<file path="src/design/lls_pkg.sv">
// Shared constants, command codes and control/status structs for the linked-list
// segment mover. No dependencies; used by every other file of the block.

package lls_pkg;

   // Width of every element-number field on the ports.
   localparam int DATA_W = 7;

   // Default capacity of the link tables.
   localparam int MAX_ITEMS_DEF = 64;

   // Request command codes.
   localparam logic [1:0] CMD_INIT = 2'd0;
   localparam logic [1:0] CMD_MOVE = 2'd1;
   localparam logic [1:0] CMD_DUMP = 2'd2;

   // Register index of list_length, taken from address bit 2.
   localparam logic CSR_LIST_LENGTH = 1'b0;

   // Commands from the controller to the datapath.
   typedef struct packed {
      logic load_args;
      logic sweep_start;
      logic sweep_step;
      logic mv_read;
      logic mv_unlink;
      logic mv_splice_a;
      logic mv_splice_b;
      logic dump_start;
      logic dump_emit;
   } lls_cmd_type;

   // Status from the datapath to the controller.
   typedef struct packed {
      logic move_ok;
      logic head_zero;
      logic sweep_last;
      logic dump_final;
      logic rsp_free;
   } lls_sts_type;

endpackage

</file>
<file path="src/design/lls_datapath.sv">
// Datapath of the linked-list segment mover: forward and backward link memories,
// head pointer, run arguments, dump walker and the result register.
// Depends on lls_pkg; driven by commands from lls_controller.

module lls_datapath #(
   parameter int MAX_ITEMS = lls_pkg::MAX_ITEMS_DEF,
   localparam int IW = $clog2(MAX_ITEMS + 1),
   localparam int DEPTH = MAX_ITEMS + 1
) (
   input  logic                      clock,
   input  logic                      reset,
   input  lls_pkg::lls_cmd_type      cmd,
   output lls_pkg::lls_sts_type      sts,
   input  logic [IW-1:0]             list_length,
   input  logic [lls_pkg::DATA_W-1:0] req_first,
   input  logic [lls_pkg::DATA_W-1:0] req_last,
   input  logic [lls_pkg::DATA_W-1:0] req_anchor,
   input  logic                      rsp_tready,
   output logic                      rsp_tvalid,
   output logic [lls_pkg::DATA_W-1:0] rsp_element,
   output logic                      rsp_last
);

   logic [IW-1:0] fwd_link_ff [DEPTH];
   logic [IW-1:0] bwd_link_ff [DEPTH];
   logic [IW-1:0] fwd_rd_ff, bwd_rd_ff;

   logic          fwd_we, bwd_we, fwd_re, bwd_re;
   logic [IW-1:0] fwd_wa, fwd_wd, bwd_wa, bwd_wd, fwd_ra, bwd_ra;

   logic [IW-1:0] first_ff, first_in, last_ff, last_in, anchor_ff, anchor_in;
   logic [IW-1:0] after_ff, after_in;
   logic          byp_ff, byp_in;
   logic [IW-1:0] head_ff, head_in, sweep_ff, sweep_in, cur_ff, cur_in, cnt_ff, cnt_in;
   logic          rsp_valid_ff, rsp_valid_in, rsp_last_ff, rsp_last_in;
   logic [IW-1:0] rsp_elem_ff, rsp_elem_in;

   logic [lls_pkg::DATA_W-1:0] len_wide;
   logic [IW-1:0] prev_elem, after, follow, nxt;
   logic          dump_final;

   assign len_wide  = lls_pkg::DATA_W'(list_length);
   assign prev_elem = bwd_rd_ff;
   assign after     = fwd_rd_ff;
   assign nxt       = fwd_rd_ff;
   // The anchor read overlaps the unlink write; forward the new link when they meet.
   assign follow   = byp_ff ? after_ff : fwd_rd_ff;
   assign dump_final = (nxt == '0) ||
                       ((IW + 1)'(cnt_ff) + (IW + 1)'(1) == (IW + 1)'(list_length));

   always_comb begin
      sts.move_ok    = (req_first != '0) && (req_first <= len_wide) &&
                       (req_last != '0) && (req_last <= len_wide) &&
                       (req_anchor <= len_wide);
      sts.head_zero  = (head_ff == '0);
      sts.sweep_last = (sweep_ff == list_length);
      sts.dump_final = dump_final;
      sts.rsp_free   = !rsp_valid_ff || rsp_tready;
   end

   always_comb begin
      fwd_we = 1'b0;  fwd_wa = first_ff;  fwd_wd = '0;
      bwd_we = 1'b0;  bwd_wa = first_ff;  bwd_wd = '0;
      fwd_re = 1'b0;  fwd_ra = cur_ff;
      bwd_re = 1'b0;  bwd_ra = first_ff;
      first_in  = first_ff;
      last_in   = last_ff;
      anchor_in = anchor_ff;
      after_in  = after_ff;
      byp_in    = byp_ff;
      head_in   = head_ff;
      sweep_in  = sweep_ff;
      cur_in    = cur_ff;
      cnt_in    = cnt_ff;
      rsp_elem_in  = rsp_elem_ff;
      rsp_last_in  = rsp_last_ff;
      rsp_valid_in = rsp_valid_ff && !rsp_tready;

      if (cmd.load_args) begin
         first_in  = IW'(req_first);
         last_in   = IW'(req_last);
         anchor_in = IW'(req_anchor);
      end
      if (cmd.sweep_start) begin
         sweep_in = IW'(1);
         head_in  = IW'(1);
      end
      if (cmd.sweep_step) begin
         fwd_we   = 1'b1;
         fwd_wa   = sweep_ff;
         fwd_wd   = (sweep_ff == list_length) ? '0 : sweep_ff + IW'(1);
         bwd_we   = 1'b1;
         bwd_wa   = sweep_ff;
         bwd_wd   = sweep_ff - IW'(1);
         sweep_in = sweep_ff + IW'(1);
      end
      if (cmd.mv_read) begin
         bwd_re = 1'b1;
         bwd_ra = first_ff;
         fwd_re = 1'b1;
         fwd_ra = last_ff;
      end
      if (cmd.mv_unlink) begin
         after_in = after;
         if (prev_elem != '0) begin
            fwd_we = 1'b1;
            fwd_wa = prev_elem;
            fwd_wd = after;
         end else begin
            head_in = after;
         end
         if (after != '0) begin
            bwd_we = 1'b1;
            bwd_wa = after;
            bwd_wd = prev_elem;
         end
         fwd_re = 1'b1;
         fwd_ra = anchor_ff;
         byp_in = (prev_elem != '0) && (prev_elem == anchor_ff);
      end
      if (cmd.mv_splice_a) begin
         fwd_we = 1'b1;
         if (anchor_ff != '0) begin
            fwd_wa = anchor_ff;
            fwd_wd = first_ff;
         end else begin
            fwd_wa = last_ff;
            fwd_wd = head_ff;
         end
         bwd_we = 1'b1;
         bwd_wa = first_ff;
         bwd_wd = anchor_ff;
      end
      if (cmd.mv_splice_b) begin
         if (anchor_ff != '0) begin
            fwd_we = 1'b1;
            fwd_wa = last_ff;
            fwd_wd = follow;
            bwd_we = (follow != '0);
            bwd_wa = follow;
            bwd_wd = last_ff;
         end else begin
            bwd_we  = (head_ff != '0);
            bwd_wa  = head_ff;
            bwd_wd  = last_ff;
            head_in = first_ff;
         end
      end
      if (cmd.dump_start) begin
         fwd_re = 1'b1;
         fwd_ra = head_ff;
         cur_in = head_ff;
         cnt_in = '0;
      end
      if (cmd.dump_emit) begin
         rsp_valid_in = 1'b1;
         rsp_elem_in  = cur_ff;
         rsp_last_in  = dump_final;
         cur_in = nxt;
         cnt_in = cnt_ff + IW'(1);
         fwd_re = 1'b1;
         fwd_ra = nxt;
      end
   end

   always_ff @(posedge clock) begin
      if (fwd_we) begin
         fwd_link_ff[fwd_wa] <= fwd_wd;
      end
      if (fwd_re) begin
         fwd_rd_ff <= fwd_link_ff[fwd_ra];
      end
   end

   always_ff @(posedge clock) begin
      if (bwd_we) begin
         bwd_link_ff[bwd_wa] <= bwd_wd;
      end
      if (bwd_re) begin
         bwd_rd_ff <= bwd_link_ff[bwd_ra];
      end
   end

   always_ff @(posedge clock) begin
      if (reset) begin
         head_ff      <= IW'(1);
         sweep_ff     <= IW'(1);
         rsp_valid_ff <= 1'b0;
      end else begin
         head_ff      <= head_in;
         sweep_ff     <= sweep_in;
         rsp_valid_ff <= rsp_valid_in;
      end
      first_ff    <= first_in;
      last_ff     <= last_in;
      anchor_ff   <= anchor_in;
      after_ff    <= after_in;
      byp_ff      <= byp_in;
      cur_ff      <= cur_in;
      cnt_ff      <= cnt_in;
      rsp_elem_ff <= rsp_elem_in;
      rsp_last_ff <= rsp_last_in;
   end

   assign rsp_tvalid  = rsp_valid_ff;
   assign rsp_element = lls_pkg::DATA_W'(rsp_elem_ff);
   assign rsp_last    = rsp_last_ff;

endmodule

</file>
<file path="src/design/lls_controller.sv">
// Controller state machine of the linked-list segment mover: request decode,
// table rebuild sweep, the four-step move sequence and the dump walk.
// Depends on lls_pkg; drives lls_datapath through command and status structs.

module lls_controller (
   input  logic                 clock,
   input  logic                 reset,
   input  logic                 cfg_wr,
   input  logic                 req_tvalid,
   input  logic [1:0]           req_cmd,
   output logic                 req_tready,
   input  lls_pkg::lls_sts_type sts,
   output lls_pkg::lls_cmd_type cmd
);

   typedef enum logic [2:0] {
      S_SWEEP,
      S_IDLE,
      S_MV_READ,
      S_MV_UNLINK,
      S_MV_SPLICE_A,
      S_MV_SPLICE_B,
      S_DUMP
   } state_type;

   state_type state_ff, state_in;

   // A register write in the same cycle wins over a request.
   assign req_tready = (state_ff == S_IDLE) && !cfg_wr;

   always_comb begin
      cmd      = '0;
      state_in = state_ff;
      if (cfg_wr) begin
         cmd.sweep_start = 1'b1;
         state_in        = S_SWEEP;
      end else begin
         case (state_ff)
            S_SWEEP: begin
               cmd.sweep_step = 1'b1;
               if (sts.sweep_last) begin
                  state_in = S_IDLE;
               end
            end
            S_IDLE: begin
               if (req_tvalid) begin
                  case (req_cmd)
                     lls_pkg::CMD_INIT: begin
                        cmd.sweep_start = 1'b1;
                        state_in        = S_SWEEP;
                     end
                     lls_pkg::CMD_MOVE: begin
                        if (sts.move_ok) begin
                           cmd.load_args = 1'b1;
                           state_in      = S_MV_READ;
                        end
                     end
                     lls_pkg::CMD_DUMP: begin
                        if (!sts.head_zero) begin
                           cmd.dump_start = 1'b1;
                           state_in       = S_DUMP;
                        end
                     end
                     default: begin
                     end
                  endcase
               end
            end
            S_MV_READ: begin
               cmd.mv_read = 1'b1;
               state_in    = S_MV_UNLINK;
            end
            S_MV_UNLINK: begin
               cmd.mv_unlink = 1'b1;
               state_in      = S_MV_SPLICE_A;
            end
            S_MV_SPLICE_A: begin
               cmd.mv_splice_a = 1'b1;
               state_in        = S_MV_SPLICE_B;
            end
            S_MV_SPLICE_B: begin
               cmd.mv_splice_b = 1'b1;
               state_in        = S_IDLE;
            end
            S_DUMP: begin
               if (sts.rsp_free) begin
                  cmd.dump_emit = 1'b1;
                  if (sts.dump_final) begin
                     state_in = S_IDLE;
                  end
               end
            end
            default: begin
               state_in = S_IDLE;
            end
         endcase
      end
   end

   always_ff @(posedge clock) begin
      if (reset) begin
         state_ff <= S_SWEEP;
      end else begin
         state_ff <= state_in;
      end
   end

   a_emit_needs_room: assert property (@(posedge clock) disable iff (reset)
      cmd.dump_emit |-> sts.rsp_free)
      else $error("dump result issued while the result register is occupied");

   a_splice_pair: assert property (@(posedge clock) disable iff (reset)
      (state_ff == S_MV_SPLICE_A && !cfg_wr) |=> (state_ff == S_MV_SPLICE_B))
      else $error("second splice step skipped");

   a_bad_move_dropped: assert property (@(posedge clock) disable iff (reset)
      (req_tvalid && req_tready && req_cmd == lls_pkg::CMD_MOVE && !sts.move_ok)
      |=> (state_ff == S_IDLE))
      else $error("move with an out-of-range index was started");

   a_dump_ends_on_final: assert property (@(posedge clock) disable iff (reset)
      (state_ff == S_DUMP && !cfg_wr && !cmd.dump_emit) |=> (state_ff == S_DUMP))
      else $error("dump walk left before its final result");

endmodule

</file>
<file path="src/design/linked_list_segment_mover.sv">
// Move request: the next request is taken once the four move steps have run;
// no result.
// Init request and list_length write: rebuild sweep over elements 1..list_length, one link per cycle.
// Dump request: the head link is read, then results leave the result register one per cycle
// while rsp_tready is high, set by one forward-link memory read per element.
// Reset is synchronous; after it the block runs a rebuild sweep over all MAX_ITEMS elements
// with req_tready low, then holds the list 1..MAX_ITEMS.

module linked_list_segment_mover #(
   parameter int MAX_ITEMS = lls_pkg::MAX_ITEMS_DEF,
   localparam int IW = $clog2(MAX_ITEMS + 1)
) (
   input  logic        clock,
   input  logic        reset,
   input  logic        req_tvalid,
   output logic        req_tready,
   input  logic [23:0] req_tdata,   // cmd[1:0], seg_first[8:2], seg_last[15:9], anchor[22:16]
   output logic        rsp_tvalid,
   input  logic        rsp_tready,
   output logic [7:0]  rsp_tdata,   // element[6:0]
   output logic        rsp_tlast,
   input  logic        csr_psel,
   input  logic        csr_penable,
   input  logic        csr_pwrite,
   input  logic [2:0]  csr_paddr,
   input  logic [31:0] csr_pwdata,
   output logic [31:0] csr_prdata,
   output logic        csr_pready
);

   localparam int DW = lls_pkg::DATA_W;

   logic [IW-1:0] len_ff, len_in;
   logic [DW-1:0] wr_val;
   logic          cfg_wr;
   logic [DW-1:0] element;

   lls_pkg::lls_cmd_type cmd;
   lls_pkg::lls_sts_type sts;

   assign csr_pready = 1'b1;
   assign cfg_wr = csr_psel && csr_penable && csr_pwrite && csr_pready &&
                   (csr_paddr[2] == lls_pkg::CSR_LIST_LENGTH);
   assign wr_val = csr_pwdata[DW-1:0];

   // Only pwdata[6:0] is taken: a zero there is stored as one and anything above capacity as capacity.
   always_comb begin
      len_in = len_ff;
      if (cfg_wr) begin
         if (wr_val == '0) begin
            len_in = IW'(1);
         end else if (wr_val > DW'(MAX_ITEMS)) begin
            len_in = IW'(MAX_ITEMS);
         end else begin
            len_in = IW'(wr_val);
         end
      end
   end

   always_ff @(posedge clock) begin
      if (reset) begin
         len_ff <= IW'(MAX_ITEMS);
      end else begin
         len_ff <= len_in;
      end
   end

   assign csr_prdata = (csr_paddr[2] == lls_pkg::CSR_LIST_LENGTH) ? 32'(len_ff) : '0;

   lls_controller u_ctrl (
      .clock      (clock),
      .reset      (reset),
      .cfg_wr     (cfg_wr),
      .req_tvalid (req_tvalid),
      .req_cmd    (req_tdata[1:0]),
      .req_tready (req_tready),
      .sts        (sts),
      .cmd        (cmd)
   );

   lls_datapath #(
      .MAX_ITEMS (MAX_ITEMS)
   ) u_dp (
      .clock       (clock),
      .reset       (reset),
      .cmd         (cmd),
      .sts         (sts),
      .list_length (len_ff),
      .req_first   (req_tdata[8:2]),
      .req_last    (req_tdata[15:9]),
      .req_anchor  (req_tdata[22:16]),
      .rsp_tready  (rsp_tready),
      .rsp_tvalid  (rsp_tvalid),
      .rsp_element (element),
      .rsp_last    (rsp_tlast)
   );

   assign rsp_tdata = {1'b0, element};

endmodule

</file>
<file path="config.mk">
export PLATFORM = sky130hd
export DESIGN_NAME = linked_list_segment_mover
export DESIGN_NICKNAME = d
export VERILOG_FILES = /design/src/design/lls_pkg.sv /design/src/design/lls_datapath.sv /design/src/design/lls_controller.sv /design/src/design/linked_list_segment_mover.sv
export SDC_FILE = /design/constraint.sdc
export NUM_CORES = 1
export LEC_CHECK = 0
export BUFFER_PORTS_ARGS = -buffer_cell sky130_fd_sc_hd__buf_4
export CORE_MARGIN = 2
export CORE_UTILIZATION = 55
export CTS_BUF_LIST = sky130_fd_sc_hd__clkbuf_8
export DETAILED_ROUTE_END_ITERATION = 8
export PLACE_DENSITY = 0.76
export SETUP_SLACK_MARGIN = 0.5
export SYNTH_ARGS = -nofsm -noshare
export SYNTH_HDL_FRONTEND = slang
export SYNTH_SLANG_ARGS = --single-unit
</file>
<file path="constraint.sdc">
create_clock -name clock -period 7.4 [get_ports clock]
set_clock_uncertainty 0.15 [all_clocks]
set_input_delay 1.85 -clock clock [delete_from_list [all_inputs] [get_ports clock]]
set_output_delay 1.85 -clock clock [all_outputs]
set_load 0.02 [all_outputs]
</file>
Yosys cells after proc, flatten, opt, wreduce, memory -nomap -nowiden:

Memories as Yosys holds them, arrays and structs flattened. A register that Yosys moved wholly into a read port is not among the register bits.
Index checks and enable logic that the tools add are counted.

* add/subtract/negate cells: 4
* order comparisons: 4
* equality and inequality tests: 18
* mux-type cells: 91
* bitwise logic cells: 1
* reductions and logical operators: 31

Operators with widths (number)
* $mux W7: 45
* $reduce_bool A7 Y1: 7
* $mux W1: 36
* $le A7 B7 Y1: 3
* $logic_not A7 Y1: 3
* $mux W3: 6
* $pmux W3 S6: 1
* $add A7 B1 Y7 const B: 2
* $eq A7 B7 Y1: 2
* $logic_and A1 B1 Y1: 10
* $eq A3 B3 Y1 const B: 3
* $pmux W3 S3: 1
* $add A7 B1 Y8 const B: 1
* $eq A8 B7 Y1: 1
* $gt A7 B7 Y1 const B: 1
* $reduce_and A7 Y1: 1
* $sub A7 B1 Y7 const B: 1
* $eq A3 B2 Y1 const B: 2
* $ne A2 B2 Y1 const B: 3
* $ne A3 B3 Y1 const B: 2
* $mux W2: 2
* $ne A4 B4 Y1 const B: 1
* $reduce_bool A2 Y1: 2
* $eq A3 B1 Y1 const B: 1
* other kinds (9): 12

* register bits after elaboration: 76
* memory bits (writable): 910
* input port bits: 66
* output and inout bits: 44
* word-level logic and storage cells: 165
* memories kept: 2

Memories
* u_dp.bwd_link_ff: depth 65, bits a word 7, read ports 1, clocked after memory_dff 1, write ports 1, RTL line lls_datapath.sv:25 `logic [IW-1:0] bwd_link_ff [DEPTH];`
* u_dp.fwd_link_ff: depth 65, bits a word 7, read ports 1, clocked after memory_dff 1, write ports 1, RTL line lls_datapath.sv:24 `logic [IW-1:0] fwd_link_ff [DEPTH];`

Longest topological paths before layout:

* depth after elaboration: 15
* gate-level depth with buffers: 15
* depth with buffers taken out: 12

By module:

From an unflattened synthesis, not the netlist that was laid out.

* cell total of the unflattened synthesis: 2569
* area total of the unflattened synthesis: 42027.8 um2

By module, submodules not included
* lls_datapath: times used 1, cells an instance 2455, area an instance 41111.9 um2, seq. area each 29578.4 um2
* linked_list_segment_mover: times used 1, cells an instance 69, area an instance 569.3 um2, seq. area each 140.1 um2
* lls_controller: times used 1, cells an instance 45, area an instance 346.6 um2, seq. area each 60.1 um2

Worst setup path after synthesis:

Ideal clock, no wire load.

* path kind: in2reg
* start: input csr_paddr[2]
* end: memory u_dp.bwd_link_ff[0][2] (netlist name), data pin
* setup time: 0.709 ns
* arrival time: 5.644 ns
* path slack: 0.896 ns
* cell stages on the path: 8
* path buffers: 2
* path through: buf_4 > nand4b_4 > nand3_1 > inv_2 > and2_4 > buf_2 > a221oi_1 > o21ai_0

RTL lines
* from (decl): RTL line linked_list_segment_mover.sv:25 `input logic [2:0] csr_paddr,`
* to (decl): RTL line lls_datapath.sv:25

==> results.py <==
metrics = {
    "power_and_ir_drop": {
        "p_comb_share_pct": 7.6,
        "switching_power_uw": 2850,
        "peakVddDrop_v": 0.000225,
        "leakage_uw": 0.0150,
        "sequentialPowerShare_pct": 57.2,
        "p_clk_share_pct": 35.1,
        "internal_power_uw": 8760,
        "power_density_nw_per_um2": 252,
        "swShare_pct": 24.6,
    },
    "place": {
        "place.port_buffers": 54,
        "dp_slack_ns": 1.01,
        "dp_hpwl_um": 62500,
        "place_area_um2": 43400,
        "finalWeightedCongestion": 0.945,
    },
    "grt": {
        "grt_max_degree": 128,
        "antenna_found_initial": 1,
        "grt_pass1_vias": 24621,
        "grt_pass1_wl_um": 148000,
        "overflow": 0,
        "grt.total_usage_pct": 25.4,
    },
    "logic_synthesis": {
        "synth_simple_gate_area_share_pct": 8.75,
        "synth_compound_area_share_pct": 7.71,
        "synth_top_area_share_pct": 69.7,
        "synth.yosys.seq_area_share_pct": 70.9,
        "synthMuxAreaShare_pct": 8.69,
        "synth_xor_area_share_pct": 0.730,
        "yosys.area.top_type": "edfxtp_1",
        "synth_top_family_by_area": "simple AND/OR/NAND/NOR gates",
        "ys.flop_type": "edfxtp_1",
        "async_flop_share_pct": 0,
        "yosysWarnings": 0,
        "postSynthCellCount": 2757,
        "synth.distinct_cells": 75,
        "synth_fa_ha_area_share_pct": 0.834,
        "synthTopCellsByArea": "edfxtp_1 (70%), mux4_2 (7.9%), nand2_1 (3.4%), a211oi_1 (2.0%), nor2_1 (1.9%)",
        "ys_seq_elements": 1000,
        "synth_edf_count": 975,
        "netlist_area_um2": 42000,
        "syn_avg_cell_area_um2": 15.2,
    },
    "clocking": {
        "holdBufCountCts": 0,
        "cts-resized-gates": 0,
        "root_buffer": "clkbuf_8",
        "cts_inserted_buffers": 153,
        "post-cts-setup-buffers": 0,
        "htreeDepth": 4,
        "path_clk_slew_ns": 0.06,
        "cts_tree": "done",
        "cts.sinks": 1000,
        "cts_buffer_depth": 3,
        "clock_latency_ns": 0.82,
    },
    "worst_setup_path": {
        "crit_family": "simple AND/OR/NAND/NOR gates",
        "critPathRequiredTime_ns": 7.67,
        "cpMostUsedCell": "nor2_1",
        "end_kind": "flip-flop",
        "cp.arrival_ns": 6.06,
        "path_class": "flip-flop to flip-flop",
        "cp_num_buf_inv": 1,
        "critPathSlowestCell": "dfxtp_1",
        "crit_fanout": 24,
        "cp-start-kind": "flip-flop",
        "path_cells": "nor2b_1 > nand3_1 > inv_2 > nand2_1 > nor2_1 > a31oi_1 > o221ai_1 > nand4_1 > or2_2 > nor2_1",
        "max_stage_delay_ns": 0.99,
    },
    "die": {
        "rows": 101,
        "ioPinCount": 110,
        "initial_utilization_pct": 55.4,
        "fp.dieH_um": 280,
        "coreArea_um2": 75800,
        "die_area_um2": 78600,
        "die_w_um": 280,
    },
    "detailed_routing": {
        "via_per_inst": 6.35,
        "ant_nets": 0,
        "dr.pass1.iters": 9,
        "drt_iter0_drc": 3005,
        "num_vias": 24983,
        "wire_per_inst_um": 25.3,
        "post-route-drc-count": 0,
        "totalWireLength_um": 99400,
    },
    "sta": {
        "hold_violations": 0,
        "fin_crit_ns": 5.78,
        "fmax_ghz": 0.173,
        "post-route-period-util_pct": 78.1,
        "setup_violations": 0,
        "final_max_slew_viol_count": 0,
        "final.setup.tns_ns": 0,
        "slew_headroom_pct": 12.4,
        "tightest_slew_ns": 1.31,
        "rsz0062_at_grt": "false",
        "setup_ws_ns": 1.62,
    },
    "final_layout": {
        "multi_input_area_um2": 11500,
        "postLayoutCellArea_um2": 46100,
        "fin_nets": 2941,
        "nFillCells": 5528,
        "seqCellArea_um2": 29800,
        "postLayoutCoreUtil_pct": 60.8,
        "syn2layout_area_growth_pct": 9.66,
        "layout-drive-gt1-share_pct": 16.7,
    },
    "worst_hold_path": {
        "hp-class": "flip-flop to flip-flop",
    },
    "status": {
        "status": "complete, no violations",
    },
    "flow_run": {
        "max-cap-violations": 0,
    },
}
==> Yosys cell counts, types with 23 or more instances <==
master,count
a211oi_1,113
nor4_1,23
edfxtp_1,975
nand2_1,382
a311oi_1,63
o21ai_0,37
dfxtp_1,25
clkbuf_1,85
and2_1,60
ha_1,28
nor2_1,218
a21oi_1,150
buf_2,48
xnor2_1,24
buf_4,35
mux4_2,147
nand3_1,33
==> state kept, by name (all words and copies together) (netlist names), 3 cells and up <==
| name | count |
|---|---|
| u_dp.bwd_link_ff | 455 |
| u_dp.fwd_link_ff | 455 |
| len_ff | 7 |
| u_dp.after | 7 |
| u_dp.after_ff | 7 |
| u_dp.anchor_ff | 7 |
| u_dp.bwd_ra | 7 |
| u_dp.bwd_rd_ff | 7 |
| u_dp.cnt_ff | 7 |
| u_dp.cur_ff | 7 |
| u_dp.head_ff | 7 |
| u_dp.last_ff | 7 |
| u_dp.rsp_element | 7 |
| u_dp.sweep_ff | 7 |
| u_ctrl.state_ff | 3 |
==> placed cells by master, fill, tap and decap left out, types with 23 or more instances in the layout <==
| master | netlist | layout |
|---|---|---|
| edfxtp_1 | 975 | 975 |
| nand2_1 | 382 | 381 |
| nor2_1 | 218 | 218 |
| clkbuf_8 | 0 | 154 |
| a21oi_1 | 150 | 150 |
| mux4_2 | 147 | 147 |
| a211oi_1 | 113 | 113 |
| buf_4 | 35 | 93 |
| inv_1 | 21 | 75 |
| a311oi_1 | 63 | 63 |
| and2_1 | 60 | 60 |
| nand3_1 | 33 | 31 |
| o21ai_0 | 37 | 30 |
| ha_1 | 28 | 28 |
| conb_1 | 2 | 27 |
| clkinv_1 | 0 | 25 |
| dfxtp_1 | 25 | 25 |
| xnor2_1 | 24 | 24 |
| nor4_1 | 23 | 23 |
==> through the flow <==
stage	total power (uW)	hold WS [ns]	std cells
2_1_floorplan	7250	0.267	2782
3_3_place_gp	7600	0.285	3670
3_5_place_dp	7650	0.283	3670
4_1_cts	11700	0.300	3932
5_1_grt	12000	0.300	3933
6_report	11600	0.300	3933
==> cells by family after synthesis <==
logic type,after synthesis
muxes,179
and+or+nand+nor,827
adders and majority gates,28
DFF,1000
AOI/OAI and AO/OA,473
buffers and inverters,213
xor gates and xnor gates,35
other,2
==> metal layers <==
metal / wire, um / up-vias / global-route usage, %
met1: 39000 / 12617 / 34.1
met2: 49200 / 1299 / 41.4
met3: 8310 / 216 / 5.17
met5: 0 / - / 0
met4: 2960 / 0 / 9.09
li1: - / 10851 / -
==> path summary, 6_finish.rpt <==
| path | from | depth (start not counted) | endpoint | slack, ns |
|---|---|---|---|---|
| setup reg to reg | u_ctrl.state_ff[0]$_SDFFE_PP0P_ | 10 | u_dp.fwd_link_ff[48][6]$_DFFE_PP_ | 1.62 |
| hold reg to reg | u_dp.cur_ff[0]$_DFFE_PP_ | 0 | u_dp.rsp_element[0]$_DFFE_PP_ | 0.30 |
| setup / recovery | u_ctrl.state_ff[0]$_SDFFE_PP0P_ | 10 | u_dp.fwd_link_ff[48][6]$_DFFE_PP_ | 1.62 |
| hold / removal | u_dp.cur_ff[0]$_DFFE_PP_ | 0 | u_dp.rsp_element[0]$_DFFE_PP_ | 0.30 |
==> worst reg2reg max path, cell delays in order, from the launching register on <==
cell and delay [ns]:
dfxtp_1 0.99, nor2b_1 0.48, nand3_1 0.37, inv_2 0.38, nand2_1 0.33, nor2_1 0.18
a31oi_1 0.06, o221ai_1 0.73, nand4_1 0.47, or2_2 0.55, nor2_1 0.68
==> layout make-up <==
| type | count | share of cell area (%) |
|---|---|---|
| flip-flops and latches | 1000 | 64.6 |
| repair buffers | 100 | 1.82 |
| clock inverters | 108 | 1.23 |
| clock buffers | 154 | 4.60 |
| diodes | 1 | 0.00543 |
| multi-input cells | 1569 | 24.9 |
| well taps | 978 | 2.66 |
| inverters | 23 | 0.187 |
==> power groups by stage <==
stage / logic, uW / registers (uW) / clock network (uW)
4_1_cts: 887 / 6650 / 4130
2_1_floorplan: 477 / 6780 / 0
3_3_place_gp: 841 / 6750 / 0
3_5_place_dp: 884 / 6760 / 0
6_report: 888 / 6650 / 4080
5_1_grt: 946 / 6650 / 4370
Power figures use the tool's default switching activity.
